<file path="src/rtl/core/drive_pair_to_led_color_top_defines.svh">
// ----------------------------------------------------------------------------
// Assertion macros for the drive pair to LED color block
// Implication checks clocked on clk, disabled while rst_n is low.
// ----------------------------------------------------------------------------
`ifndef DRIVE_PAIR_TO_LED_COLOR_TOP_DEFINES_SVH
`define DRIVE_PAIR_TO_LED_COLOR_TOP_DEFINES_SVH

`ifndef SYNTHESIS
`define DPLC_ASSERT_IMPL(lbl, pre, post) \
  lbl: assert property (@(posedge clk) disable iff (!rst_n) (pre) |-> (post)) \
    else $error("dplc check failed");
`define DPLC_ASSERT_NEXT(lbl, pre, post) \
  lbl: assert property (@(posedge clk) disable iff (!rst_n) (pre) |=> (post)) \
    else $error("dplc check failed");
`else
`define DPLC_ASSERT_IMPL(lbl, pre, post)
`define DPLC_ASSERT_NEXT(lbl, pre, post)
`endif

`endif

</file>
<file path="src/rtl/core/dplc_pkg.sv">
// ----------------------------------------------------------------------------
// dplc_pkg
// Shared widths, constants and request types of the drive pair color block.
// ----------------------------------------------------------------------------
`default_nettype none

package dplc_pkg;

  localparam int RATIO_FRAC_BITS = 12;

  localparam int DRIVE_W   = 16;
  localparam int SAT_W     = 7;
  localparam int MX_W      = 15;
  localparam int SUM_W     = 16;
  localparam int QUO_W     = RATIO_FRAC_BITS + 2;
  localparam int REM_W     = 15;
  localparam int HUE_MUL_W = 12;
  localparam int NPROD_W   = HUE_MUL_W + QUO_W;
  localparam int D_W       = NPROD_W - RATIO_FRAC_BITS;
  localparam int HUE_W     = 15;
  localparam int W_W       = 12;
  localparam int P_W       = 19;
  localparam int MP_W      = MX_W + P_W;
  localparam int SCL_W     = MP_W + 8;
  localparam int Y_W       = 17;
  localparam int K_W       = 17;
  localparam int QK_W      = Y_W + K_W;
  localparam int BYTE_SHIFT  = 24;
  localparam int RECIP_SHIFT = 25;
  localparam int Q_W       = QK_W - RECIP_SHIFT;
  localparam int NUM_CH    = 3;
  localparam int CH_G      = 0;
  localparam int CH_B      = 1;
  localparam int CH_R      = 2;

  localparam int FIFO_DEPTH = 2;
  localparam int PTR_W      = 1;
  localparam int CNT_W      = 2;

  localparam logic [SAT_W-1:0]     SAT_RESET = 7'd100;
  localparam logic [SAT_W-1:0]     SAT_MAX   = 7'd100;
  localparam logic [DRIVE_W:0]     MAG_ONE   = 17'd16384;
  localparam logic [HUE_MUL_W-1:0] HUE_STEP  = 12'd2880;
  localparam logic [HUE_W-1:0]     HUE_LEFT  = 15'd5760;
  localparam logic [HUE_W-1:0]     HUE_RIGHT = 15'd17280;
  localparam logic [HUE_W-1:0]     HUE_S1    = 15'd3840;
  localparam logic [HUE_W-1:0]     HUE_S2    = 15'd7680;
  localparam logic [HUE_W-1:0]     HUE_S3    = 15'd11520;
  localparam logic [HUE_W-1:0]     HUE_S4    = 15'd15360;
  localparam logic [HUE_W-1:0]     HUE_S5    = 15'd19200;
  localparam logic [HUE_W-1:0]     HUE_S6    = 15'd23040;
  localparam logic [W_W-1:0]       W_FULL    = 12'd3840;
  localparam logic [K_W-1:0]       RECIP_K   = 17'd89479;
  localparam logic [QUO_W-1:0]     NMAG_MAX  = {2'b10, {RATIO_FRAC_BITS{1'b0}}};
  localparam logic [7:0]           BYTE_MAX  = 8'hFF;

  localparam logic [2:0] SEXT_R_TO_Y = 3'd0;
  localparam logic [2:0] SEXT_Y_TO_G = 3'd1;
  localparam logic [2:0] SEXT_G_TO_C = 3'd2;
  localparam logic [2:0] SEXT_C_TO_B = 3'd3;
  localparam logic [2:0] SEXT_B_TO_M = 3'd4;
  localparam logic [2:0] SEXT_M_TO_R = 3'd5;

  typedef struct packed {
    logic             oor;
    logic             left_side;
    logic             neg;
    logic [SAT_W-1:0] sat;
    logic [MX_W-1:0]  mx;
  } meta_t;

  typedef struct packed {
    meta_t            meta;
    logic [SUM_W-1:0] sum_mag;
  } req_t;

  typedef struct packed {
    logic valid;
    req_t req;
  } head_t;

  typedef struct packed {
    logic             valid;
    meta_t            meta;
    logic [QUO_W-1:0] quo;
  } ratio_t;

endpackage

`default_nettype wire

</file>
<file path="src/rtl/core/dplc_fifo.sv">
// ----------------------------------------------------------------------------
// dplc_fifo
// Two-entry request queue between the front and the divider pipeline.
// ----------------------------------------------------------------------------
`default_nettype none
`include "drive_pair_to_led_color_top_defines.svh"

module dplc_fifo (
  input  logic            clk,
  input  logic            rst_n,
  input  logic            push_i,
  input  dplc_pkg::req_t  req_i,
  input  logic            pop_i,
  output logic            full_o,
  output dplc_pkg::head_t head_o
);
  import dplc_pkg::*;

  req_t             mem_r [FIFO_DEPTH];
  logic [PTR_W-1:0] wr_ptr_r;
  logic [PTR_W-1:0] wr_ptr_nxt;
  logic [PTR_W-1:0] rd_ptr_r;
  logic [PTR_W-1:0] rd_ptr_nxt;
  logic [CNT_W-1:0] cnt_r;
  logic [CNT_W-1:0] cnt_nxt;

  always_comb begin
    wr_ptr_nxt = push_i ? wr_ptr_r + 1'b1 : wr_ptr_r;
    rd_ptr_nxt = pop_i  ? rd_ptr_r + 1'b1 : rd_ptr_r;
    cnt_nxt    = cnt_r + CNT_W'(push_i) - CNT_W'(pop_i);
  end

  always_ff @(posedge clk) begin
    if (!rst_n) begin
      wr_ptr_r <= '0;
      rd_ptr_r <= '0;
      cnt_r    <= '0;
    end else begin
      wr_ptr_r <= wr_ptr_nxt;
      rd_ptr_r <= rd_ptr_nxt;
      cnt_r    <= cnt_nxt;
    end
  end

  always_ff @(posedge clk) begin
    if (push_i) begin
      mem_r[wr_ptr_r] <= req_i;
    end
  end

  assign full_o       = (cnt_r == CNT_W'(FIFO_DEPTH));
  assign head_o.valid = (cnt_r != '0);
  assign head_o.req   = mem_r[rd_ptr_r];

  `DPLC_ASSERT_IMPL(a_no_pop_empty, pop_i, cnt_r != '0)

endmodule

`default_nettype wire

</file>
<file path="config.mk">
export PLATFORM = sky130hd
export DESIGN_NAME = dplc_fifo
export DESIGN_NICKNAME = d
export VERILOG_FILES = /design/src/rtl/core/dplc_pkg.sv /design/src/rtl/core/dplc_fifo.sv
export VERILOG_INCLUDE_DIRS = /design/src /design/src/rtl/core
export SDC_FILE = /design/constraint.sdc
export NUM_CORES = 1
export LEC_CHECK = 0
export BUFFER_PORTS_ARGS = -buffer_cell sky130_fd_sc_hd__buf_2
export CAP_MARGIN = 15
export CORE_ASPECT_RATIO = 1.1
export CORE_MARGIN = 2
export CORE_UTILIZATION = 47
export CTS_CLUSTER_DIAMETER = 80
export DETAILED_ROUTE_END_ITERATION = 8
export PLACE_DENSITY = 0.72
export SKIP_CTS_REPAIR_TIMING = 1
export SYNTH_ARGS = -nofsm -noshare
export SYNTH_HDL_FRONTEND = slang
export SYNTH_SLANG_ARGS = --single-unit
</file>
<file path="constraint.sdc">
create_clock -name clk -period 2.8 [get_ports clk]
set_input_delay 0.28 -clock clk [delete_from_list [all_inputs] [get_ports clk]]
set_output_delay 0.28 -clock clk [all_outputs]
set_load 0.03 [all_outputs]
</file>
==> key figures, run 1 <==
Run status
  – Outcome: finished clean

Finish
  – Fill cell count: roughly 520
  – Share of layout cells above drive strength 1: 0.595
  – Sequential cell area: roughly 2600 µm²
  – Diodes inserted: 0
  – Multi-input gate area: ~740 µm²
  – Final #Nets: about 290
  – Syn-to-layout area delta: 20.7%
  – Design area: ~4100 µm²

Logic synthesis
  – Syn Inst Count: 149
  – Area leader, netlist: edfxtp_1
  – Ys flop type: edfxtp_1
  – Register area share after synthesis: 0.755
  – Cell with the most instances after synthesis: edfxtp_1
  – Yosys cell types: 14
  – Syn avg cell area: approximately 23 µm²
  – FFs w/ async S/R, synth: 0
  – Top cells by area, synth: edfxtp_1 (73%), mux2_4 (18%), dfxtp_1 (2.9%)
  – Synthesized Nets: 196
  – Cell Area, Synth: 3390 µm²
  – Synth cell count leaders: edfxtp_1 (82), mux2_4 (40), dfxtp_1 (5)
  – Post-synth EDFFs: 82
  – Yosys warnings: 0
  – Post-synth top area share: 0.726
  – Post-synthesis register bit count: just under 90

Detailed routing
  – Remaining antenna violation count: 0
  – Met2 routed WL: between 2 and 3 mm
  – Drt pass-1 iters: 4
  – DR vias: between 1500 and 2000
  – DRT Wirelength: about 5.4 mm
  – DR WL met3: around 290 µm
  – Top Layer Used: met4
  – M1 WL: 2.11 mm
  – Vias per cell: about 4.8
  – Wire length per cell: 15.9 µm
  – DRC violations left: 0
  – DR iter-0 viols: 150

Floorplanning
  – DIE AREA: 7920 µm²
  – Row cnt: 32
  – Core Footprint: 7010 µm²
  – I/O Pins: 88
  – Die H: about 93 µm
  – Initial Util: 0.484
  – Die Wd: 85.0 µm

CTS
  – CTS sink cnt: between 80 and 90
  – Root Buffer: clkbuf_8
  – Clock Pin Slew Worst Setup and Hold Paths: ~0.080 ns
  – CTS tree: built
  – # H-tree levels: 3
  – Worst-case clock buffer depth: 2
  – TritonCTS buffer count: 9
  – Worst skew pair latency: 0.34 ns

Setup path
  – Critical-path top delay cell: dfxtp_2
  – Critical Path Sink: head_o[33]
  – Reg-to-reg endpoint: mem_r[1][10]
  – Worst Path Arrival: between 1.5 and 2 ns
  – CP Cell Sequence: buf_4 -> mux2_4 -> buf_2
  – RR Startpoint: wr_ptr_r
  – Critical path class: reg2out
  – Critical Path End Type: output port
  – Critical Path Fanout Max: 16
  – Reg2reg setup slack: between 1 and 1.5 ns
  – Startpoint Class: flop
  – Worst R2R Path Depth: 2
  – Largest stage delay on the critical path: 0.68 ns
  – Data required, critical path: 2.52 ns

Global route
  – Vias in the first global route: between 1500 and 2000
  – Antenna violations before repair: 0
  – Largest net degree at the start of global routing: 29
  – GRT Overall Usage: 0.137
  – Total grt overflow: 0
  – First-pass GRT wire length: between 7 and 8 mm

Timing
  – Min Tclk post-route: about 2.1 ns
  – RSZ-0062 raised after global routing: no
  – Slew @ Worst Pin: about 0.70 ns
  – Tcrit/Tclk final: 0.753
  – Max Slew Vio Count: 0
  – F_max: between 400 and 500 MHz
  – Final setup viols: 0
  – Setup TNS: 0 ns
  – Rel. slew slack: 0.534
  – Fin Clk Skew: about 0.0055 ns
  – Final hold vios: 0

Pwr
  – Power Density: 683 nW/µm²
  – Leakage: between 1.5 and 2 nW
  – Max VDD drop: around 0.00036 V

Placed design
  – Post-DP HPWL: around 3.8 mm
  – Gpl congestion: between 0.6 and 0.7
  – Dpl cell area: ~4000 µm²
  – Port buffer count: 87

Run
  – Max cap viols: 0

Hold path
  – Hold WC Path Type: in2reg
  – Hold path startpoint: req_i[19]
worst min path at each step:
stage                     slack, ns  cells after the start           end
after detailed placement       0.47                      1  mem_r[1][35]
after global placement         0.47                      1  mem_r[0][28]
after floorplan                0.38                      0   mem_r[0][0]
final                          0.13                      1  mem_r[1][19]
after global routing           0.10                      1  mem_r[1][12]
after CTS                      0.11                      1  mem_r[1][19]
registers in the layout, summed over array words and instances, names as in the netlist, named ones only:
name,flops
cnt_r,2
mem_r,82
rd_ptr_r,1
wr_ptr_r,1
kinds of logic (layout without fill, tap and decap cells):
family	count (synthesis)	in the layout	synth area share
and+or+nand+nor	9	9	0.0166
adders and majority gates	2	2	0.00737
AOI/OAI and AO/OA	1	1	0.00221
muxes	41	41	0.180
DFF	87	87	0.755
xor gates and xnor gates	2	2	0.00922
buffers and inverters	7	110	0.0291
cells in the final DEF (no fill, tap or decap), types with 3 or more instances in the layout:
master and instances:
and2_1 3, clkbuf_8 9, clkinv_2 3, nor2b_1 3
buf_2 87, edfxtp_1 82, buf_4 3, dfxtp_1 4
mux2_4 40
where the power goes:
group,switching [W],leakage [nW],internal [W]
Sequential,0.0000339,0.812,0.00150
Combinational,0.000258,0.755,0.000203
Clock,0.000398,0.0945,0.000406
worst max-delay path: cells and delay by family (launching register included):
family,cells,cell delay (ns)
flops,1,0.68
buf+inv,2,0.49
mux,1,0.32
per-stage QoR:
step	worst slack [ns]	total power (W)	cells	util	hold slack, ns
after floorplan	0.185	0.00192	149	-	0.379
after global placement	1.03	0.00202	321	0.559	0.468
after detailed placement	1.02	0.00203	321	0.559	0.472
after CTS	0.632	0.00283	337	0.585	0.108
after global routing	0.597	0.00291	337	0.585	0.102
final	0.691	0.00280	337	0.585	0.126
metal layers:
metal | track usage | vias up
met2 | 0.237 | 48
met3 | 0.0415 | 6
met1 | 0.158 | 790
met4 | 0.0595 | 0
met5 | 0 | -
li1 | - | 770
area by class of cell:
| cell class | instances | share of cell area |
|---|---|---|
| Inverter | 2 | 0.00183 |
| Clock inverter | 5 | 0.0119 |
| Clock buffer | 11 | 0.0321 |
| Tap cell | 85 | 0.0260 |
| Multi-Input combinational cell | 55 | 0.181 |
| Sequential cell | 87 | 0.626 |
| Timing Repair Buffer | 92 | 0.122 |
Note: power is estimated with default switching activity, not from simulation.
==> run 2, diff against run 1 <==
==> constraint.sdc (replaced) <==
create_clock -name clk -period 1.7 [get_ports clk]
set_input_delay 0.17 -clock clk [delete_from_list [all_inputs] [get_ports clk]]
set_output_delay 0.17 -clock clk [all_outputs]
set_load 0.03 [all_outputs]
==> run 2 against run 1 <==
  * Total power is 67% higher
  * Sequential cell count stayed put
  * Register-to-register slack worse by 0.71 ns
  * Setup slack worse by 0.61 ns
==> key figures, run 2 (synthesized netlist as in run 1, its figures left out) <==
Finish
  – Syn-to-layout area delta: 27.5%
  – Reg with most FFs: mem_r
  – Fill cell count: just over 500
  – Final #Nets: between 300 and 400
  – Most common cell after layout, fill and taps aside: buf_2
  – Design area: around 4300 µm²
  – Diodes inserted: 0
  – Final core occ: 0.618
  – Share of layout cells above drive strength 1: 0.558
  – Max FFs per register: 82
  – Most frequent cells in the layout: buf_2 (87), edfxtp_1 (82), mux2_4 (40)
  – Largest regs: mem_r: 82 flops, cnt_r: 2 flops

Placed design
  – Gpl congestion: 0.656
  – Dpl cell area: just under 4000 µm²
  – Port buffer count: 87
  – Dpl ws: about 0.32 ns

Floorplanning
  – Row cnt: 32
  – Core Footprint: roughly 7000 µm²
  – DIE AREA: approximately 7900 µm²
  – Initial Util: 0.484
  – I/O Pins: 88
  – Die Wd: 85.0 µm
  – Die H: 93.1 µm

Global route
  – Vias in the first global route: about 1600
  – Antenna violations before repair: 0
  – Total grt overflow: 0
  – First-pass GRT wire length: 7.96 mm
  – Largest net degree at the start of global routing: 23
  – GRT Overall Usage: 0.139

Run status
  – Outcome: finished clean

Detailed routing
  – Drt pass-1 iters: 4
  – DR iter-0 viols: 91
  – Remaining antenna violation count: 0
  – Wire length per cell: around 15 µm
  – DRC violations left: 0
  – DR vias: around 1700
  – DRT Wirelength: approximately 5.5 mm
  – Vias per cell: ~4.7

Setup path
  – Data required, critical path: 1.53 ns
  – CP Cell Sequence: buf_12 -> mux2_4 -> buf_2
  – Bufs and invs on worst path: 2
  – Worst Path Arrival: roughly 1.5 ns
  – Critical Path Fanout Max: 17
  – Startpoint Class: flop
  – Critical path class: reg2out
  – Top delay family on crit path: flip-flops
  – Largest stage delay on the critical path: 0.41 ns
  – Critical Path End Type: output port
  – Critical-path top delay cell: dfxtp_4

Timing
  – Setup TNS: 0 ns
  – Fin Clk Skew: between 0.01 and 0.015 ns
  – RSZ-0062 raised after global routing: no
  – Final hold vios: 0
  – Rel. slew slack: 0.804
  – Tcrit/Tclk final: 0.950
  – Slew @ Worst Pin: 0.295 ns
  – Max Slew Vio Count: 0
  – Worst hold margin: between 0.01 and 0.015 ns
  – Final setup viols: 0
  – Min Tclk post-route: ~1.6 ns
  – Fin worst setup slack: 0.0844 ns
  – F_max: roughly 620 MHz

CTS
  – Worst skew pair latency: about 0.34 ns
  – TritonCTS buffer count: 9
  – # H-tree levels: 3
  – Clock Pin Slew Worst Setup and Hold Paths: around 0.080 ns
  – CTS sink cnt: 87
  – Worst-case clock buffer depth: 2
  – Root Buffer: clkbuf_8
  – CTS tree: built

Pwr
  – Leakage: about 1.8 nW
  – Power Density: approximately 1100 nW/µm²
  – Max VDD drop: 0.000690 V

Run
  – Max cap viols: 0

Hold path
  – Hold WC Path Type: in2reg
-- run 2: cell count changes in the layout (fill, tap and decap cells not counted), sizes merged --
cell,delta
dlygate4sd3,+18
buf,+3
clkinvlp,+1
clkinv,-2
clkbuf,+2
-- run 2: final timing paths --
path / startpoint / endpoint / slack, ns / cells past startpoint
max reg2reg: cnt_r[0] / cnt_r[1] / 0.47 / 6
max: flop / head_o[20] / 0.08 / 3
min reg2reg: rd_ptr_r / rd_ptr_r / 0.59 / 2
min: req_i[38] / mem_r[0][38] / 0.01 / 1
-- run 2: worst reg2reg max path: cells and delay by family, from the launching register on --
kind / cells / cell delay, ns
adder cells (fa/ha/maj): 2 / 0.41
flip-flops: 1 / 0.35
XOR/XNOR: 1 / 0.20
buffers and inverters: 2 / 0.11
AND/OR/NAND/NOR: 1 / 0.10
-- run 2: stage by stage --
| stage | power, W | cells |
|---|---|---|
| 6_report | 0.00468 | 359 |
| 5_1_grt | 0.00487 | 359 |
| 4_1_cts | 0.00466 | 338 |
| 3_5_place_dp | 0.00335 | 322 |
| 3_3_place_gp | 0.00333 | 322 |
| 2_1_floorplan | 0.00315 | 149 |
-- run 2: final cells by class --
class / instances / area (µm²) / share of cell area
Sequential cell: 87 / 2570 / 0.593
Inverter: 2 / 7.51 / 0.00173
Clock inverter: 4 / 46.3 / 0.0107
Tap cell: 85 / 106 / 0.0246
Timing Repair Buffer: 114 / 726 / 0.168
Clock buffer: 12 / 135 / 0.0312
Multi-Input combinational cell: 55 / 741 / 0.171
-- run 2: power by group --
group	total, W	switching (W)	leakage [nW]	internal, W
Combinational	0.000827	0.000447	0.856	0.000381
Clock	0.00133	0.000660	0.0880	0.000674
Sequential	0.00251	0.0000413	0.812	0.00247
-- run 2: metal layers --
layer | vias to the layer above | routed length [µm] | global-route usage
li1 | 817 | - | -
met1 | 815 | 2210 | 0.158
met2 | 52 | 2870 | 0.234
met3 | 6 | 295 | 0.0477
met4 | 0 | 89 | 0.0648
met5 | - | 0 | 0
==> run 3, diff against run 2 <==
--- a/config.mk
+++ b/config.mk
@@ -10,10 +10,10 @@
 export CAP_MARGIN = 15
 export CORE_ASPECT_RATIO = 1.1
 export CORE_MARGIN = 2
-export CORE_UTILIZATION = 47
+export CORE_UTILIZATION = 55
 export CTS_CLUSTER_DIAMETER = 80
 export DETAILED_ROUTE_END_ITERATION = 8
-export PLACE_DENSITY = 0.72
+export PLACE_DENSITY = 0.8
 export SKIP_CTS_REPAIR_TIMING = 1
 export SYNTH_ARGS = -nofsm -noshare
 export SYNTH_HDL_FRONTEND = slang
==> constraint.sdc (replaced) <==
create_clock -name clk -period 2 [get_ports clk]
set_input_delay 0.2 -clock clk [delete_from_list [all_inputs] [get_ports clk]]
set_output_delay 0.2 -clock clk [all_outputs]
set_load 0.03 [all_outputs]
==> run 3 against run 2 <==
  * Setup slack gained 0.073 ns
  * Sequential power down 15%
  * Critical path depth stayed put
  * Register-to-register slack improved by 0.29 ns
  * Count of clock-buffer cells in the layout down 3
  * Final cell count shrank 7.2%
  * Combinational power down 21%
  * Clock skew is 0.0062 ns lower
  * Global-route usage is 2.2 points higher
  * Clock power is 14% lower
  * Sequential cell count is the same
  * Total power fell by 16%
  * Highest routed layer unchanged
==> key figures, run 3 (synthesized netlist as in run 1, its figures left out) <==
Hold path
  – Hold WC Path Type: in2reg

Finish
  – Most common cell after layout, fill and taps aside: buf_2
  – Max FFs per register: 82
  – Syn-to-layout area delta: 21.0%
  – Final #Nets: 295
  – Diodes inserted: 0
  – Most frequent cells in the layout: buf_2 (87), edfxtp_1 (82), mux2_4 (40)
  – Final core occ: 0.675
  – Largest regs: mem_r: 82 flops, cnt_r: 2 flops
  – Share of layout cells above drive strength 1: 0.605
  – Fill cell count: around 450
  – Sequential cell area: roughly 2600 µm²
  – Multi-input gate area: approximately 740 µm²
  – Reg with most FFs: mem_r

CTS
  – Root Buffer: clkbuf_8
  – Worst-case clock buffer depth: 2
  – Clock Pin Slew Worst Setup and Hold Paths: 0.08 ns
  – # H-tree levels: 3
  – CTS sink cnt: 87
  – CTS tree: built
  – TritonCTS buffer count: 9
  – Worst skew pair latency: between 0.3 and 0.4 ns

Detailed routing
  – Vias per cell: just under 5
  – DR iter-0 viols: 63
  – Wire length per cell: between 15 and 20 µm
  – Drt pass-1 iters: 4
  – DR vias: between 1500 and 2000
  – DRC violations left: 0
  – DRT Wirelength: between 5 and 6 mm
  – Remaining antenna violation count: 0

Setup path
  – Critical Path End Type: output port
  – Worst Path Arrival: 1.64 ns
  – Critical Path Fanout Max: 20
  – Critical path class: reg2out
  – Startpoint Class: flop
  – Data required, critical path: roughly 1.8 ns

Floorplanning
  – Core Footprint: between 6000 and 7000 µm²
  – I/O Pins: 88
  – Die H: 86.4 µm
  – Die Wd: slightly below 80 µm
  – DIE AREA: roughly 7000 µm²
  – Initial Util: 0.558
  – Row cnt: 30

Pwr
  – Leakage: approximately 1.7 nW
  – Max VDD drop: roughly 0.00064 V
  – Power, Total: roughly 0.0039 W
  – Power Density: 958 nW/µm²

Global route
  – Largest net degree at the start of global routing: 30
  – Antenna violations before repair: 0
  – Total grt overflow: 0
  – Vias in the first global route: about 1700
  – GRT Overall Usage: 0.161
  – First-pass GRT wire length: approximately 7.9 mm

Timing
  – F_max: roughly 540 MHz
  – Fin Clk Skew: around 0.0047 ns
  – Slew @ Worst Pin: 0.388 ns
  – Rel. slew slack: 0.741
  – Tcrit/Tclk final: 0.921
  – Min Tclk post-route: ~1.8 ns
  – Worst hold margin: 0.0344 ns
  – Max Slew Vio Count: 0
  – Setup TNS: 0 ns
  – RSZ-0062 raised after global routing: no
  – Final setup viols: 0
  – Final hold vios: 0

Run
  – Max cap viols: 0

Placed design
  – Gpl congestion: around 0.64
  – Port buffer count: 87
  – Post-DP HPWL: roughly 3.5 mm

Run status
  – Outcome: finished clean
run 3: cell types whose count changed in the layout (fill, tap and decap cells not counted), sizes merged:
cell and delta:
dlygate4sd3 -18, clkbuf -4, buf -2, clkinv +2, clkinvlp +1
run 3: critical path, stage by stage (launching register included):
cell and delay (ns):
dfxtp_2 0.55, buf_12 0.25, mux2_4 0.32, buf_2 0.18
run 3: where the power goes:
group          internal [W]  total, W  switching, W
Clock              0.000565   0.00114      0.000572
Combinational      0.000287  0.000654      0.000367
Sequential          0.00210   0.00214     0.0000403
Total               0.00295   0.00393      0.000979
run 3: per-stage QoR:
| step | setup slack (ns) | cell area [µm²] | instances |
|---|---|---|---|
| CTS | 0.126 | 4110 | 333 |
| global placement | 0.524 | 3920 | 317 |
| finish | 0.157 | 4110 | 333 |
| floorplan | 0.175 | 3400 | 149 |
| global route | 0.0870 | 4110 | 333 |
| detailed placement | 0.523 | 3920 | 317 |
run 3: area by class of cell:
type                    count  area share
clock inverters             7      0.0155
repair buffers             93       0.123
flip-flops and latches     87       0.625
multi-input cells          55       0.180
inverters                   2     0.00183
clock buffers               9      0.0302
well taps                  80      0.0244
run 3: path summary, 6_finish.rpt:
| path | startpoint | cells after the start | slack [ns] | to |
|---|---|---|---|---|
| max | flop | 3 | 0.16 | head_o[19] |
| min | req_i[8] | 1 | 0.03 | mem_r[1][8] |
| max reg2reg | cnt_r[0] | 6 | 0.76 | cnt_r[1] |
| min reg2reg | rd_ptr_r | 2 | 0.58 | rd_ptr_r |
run 3: per-layer routing:
layer | routed length, µm | GRT usage | part of all wire
met3 | 333 | 0.0583 | 0.066
met1 | 1900 | 0.183 | 0.38
met5 | 0 | 0 | 0
met4 | 95 | 0.0752 | 0.019
met2 | 2690 | 0.273 | 0.54
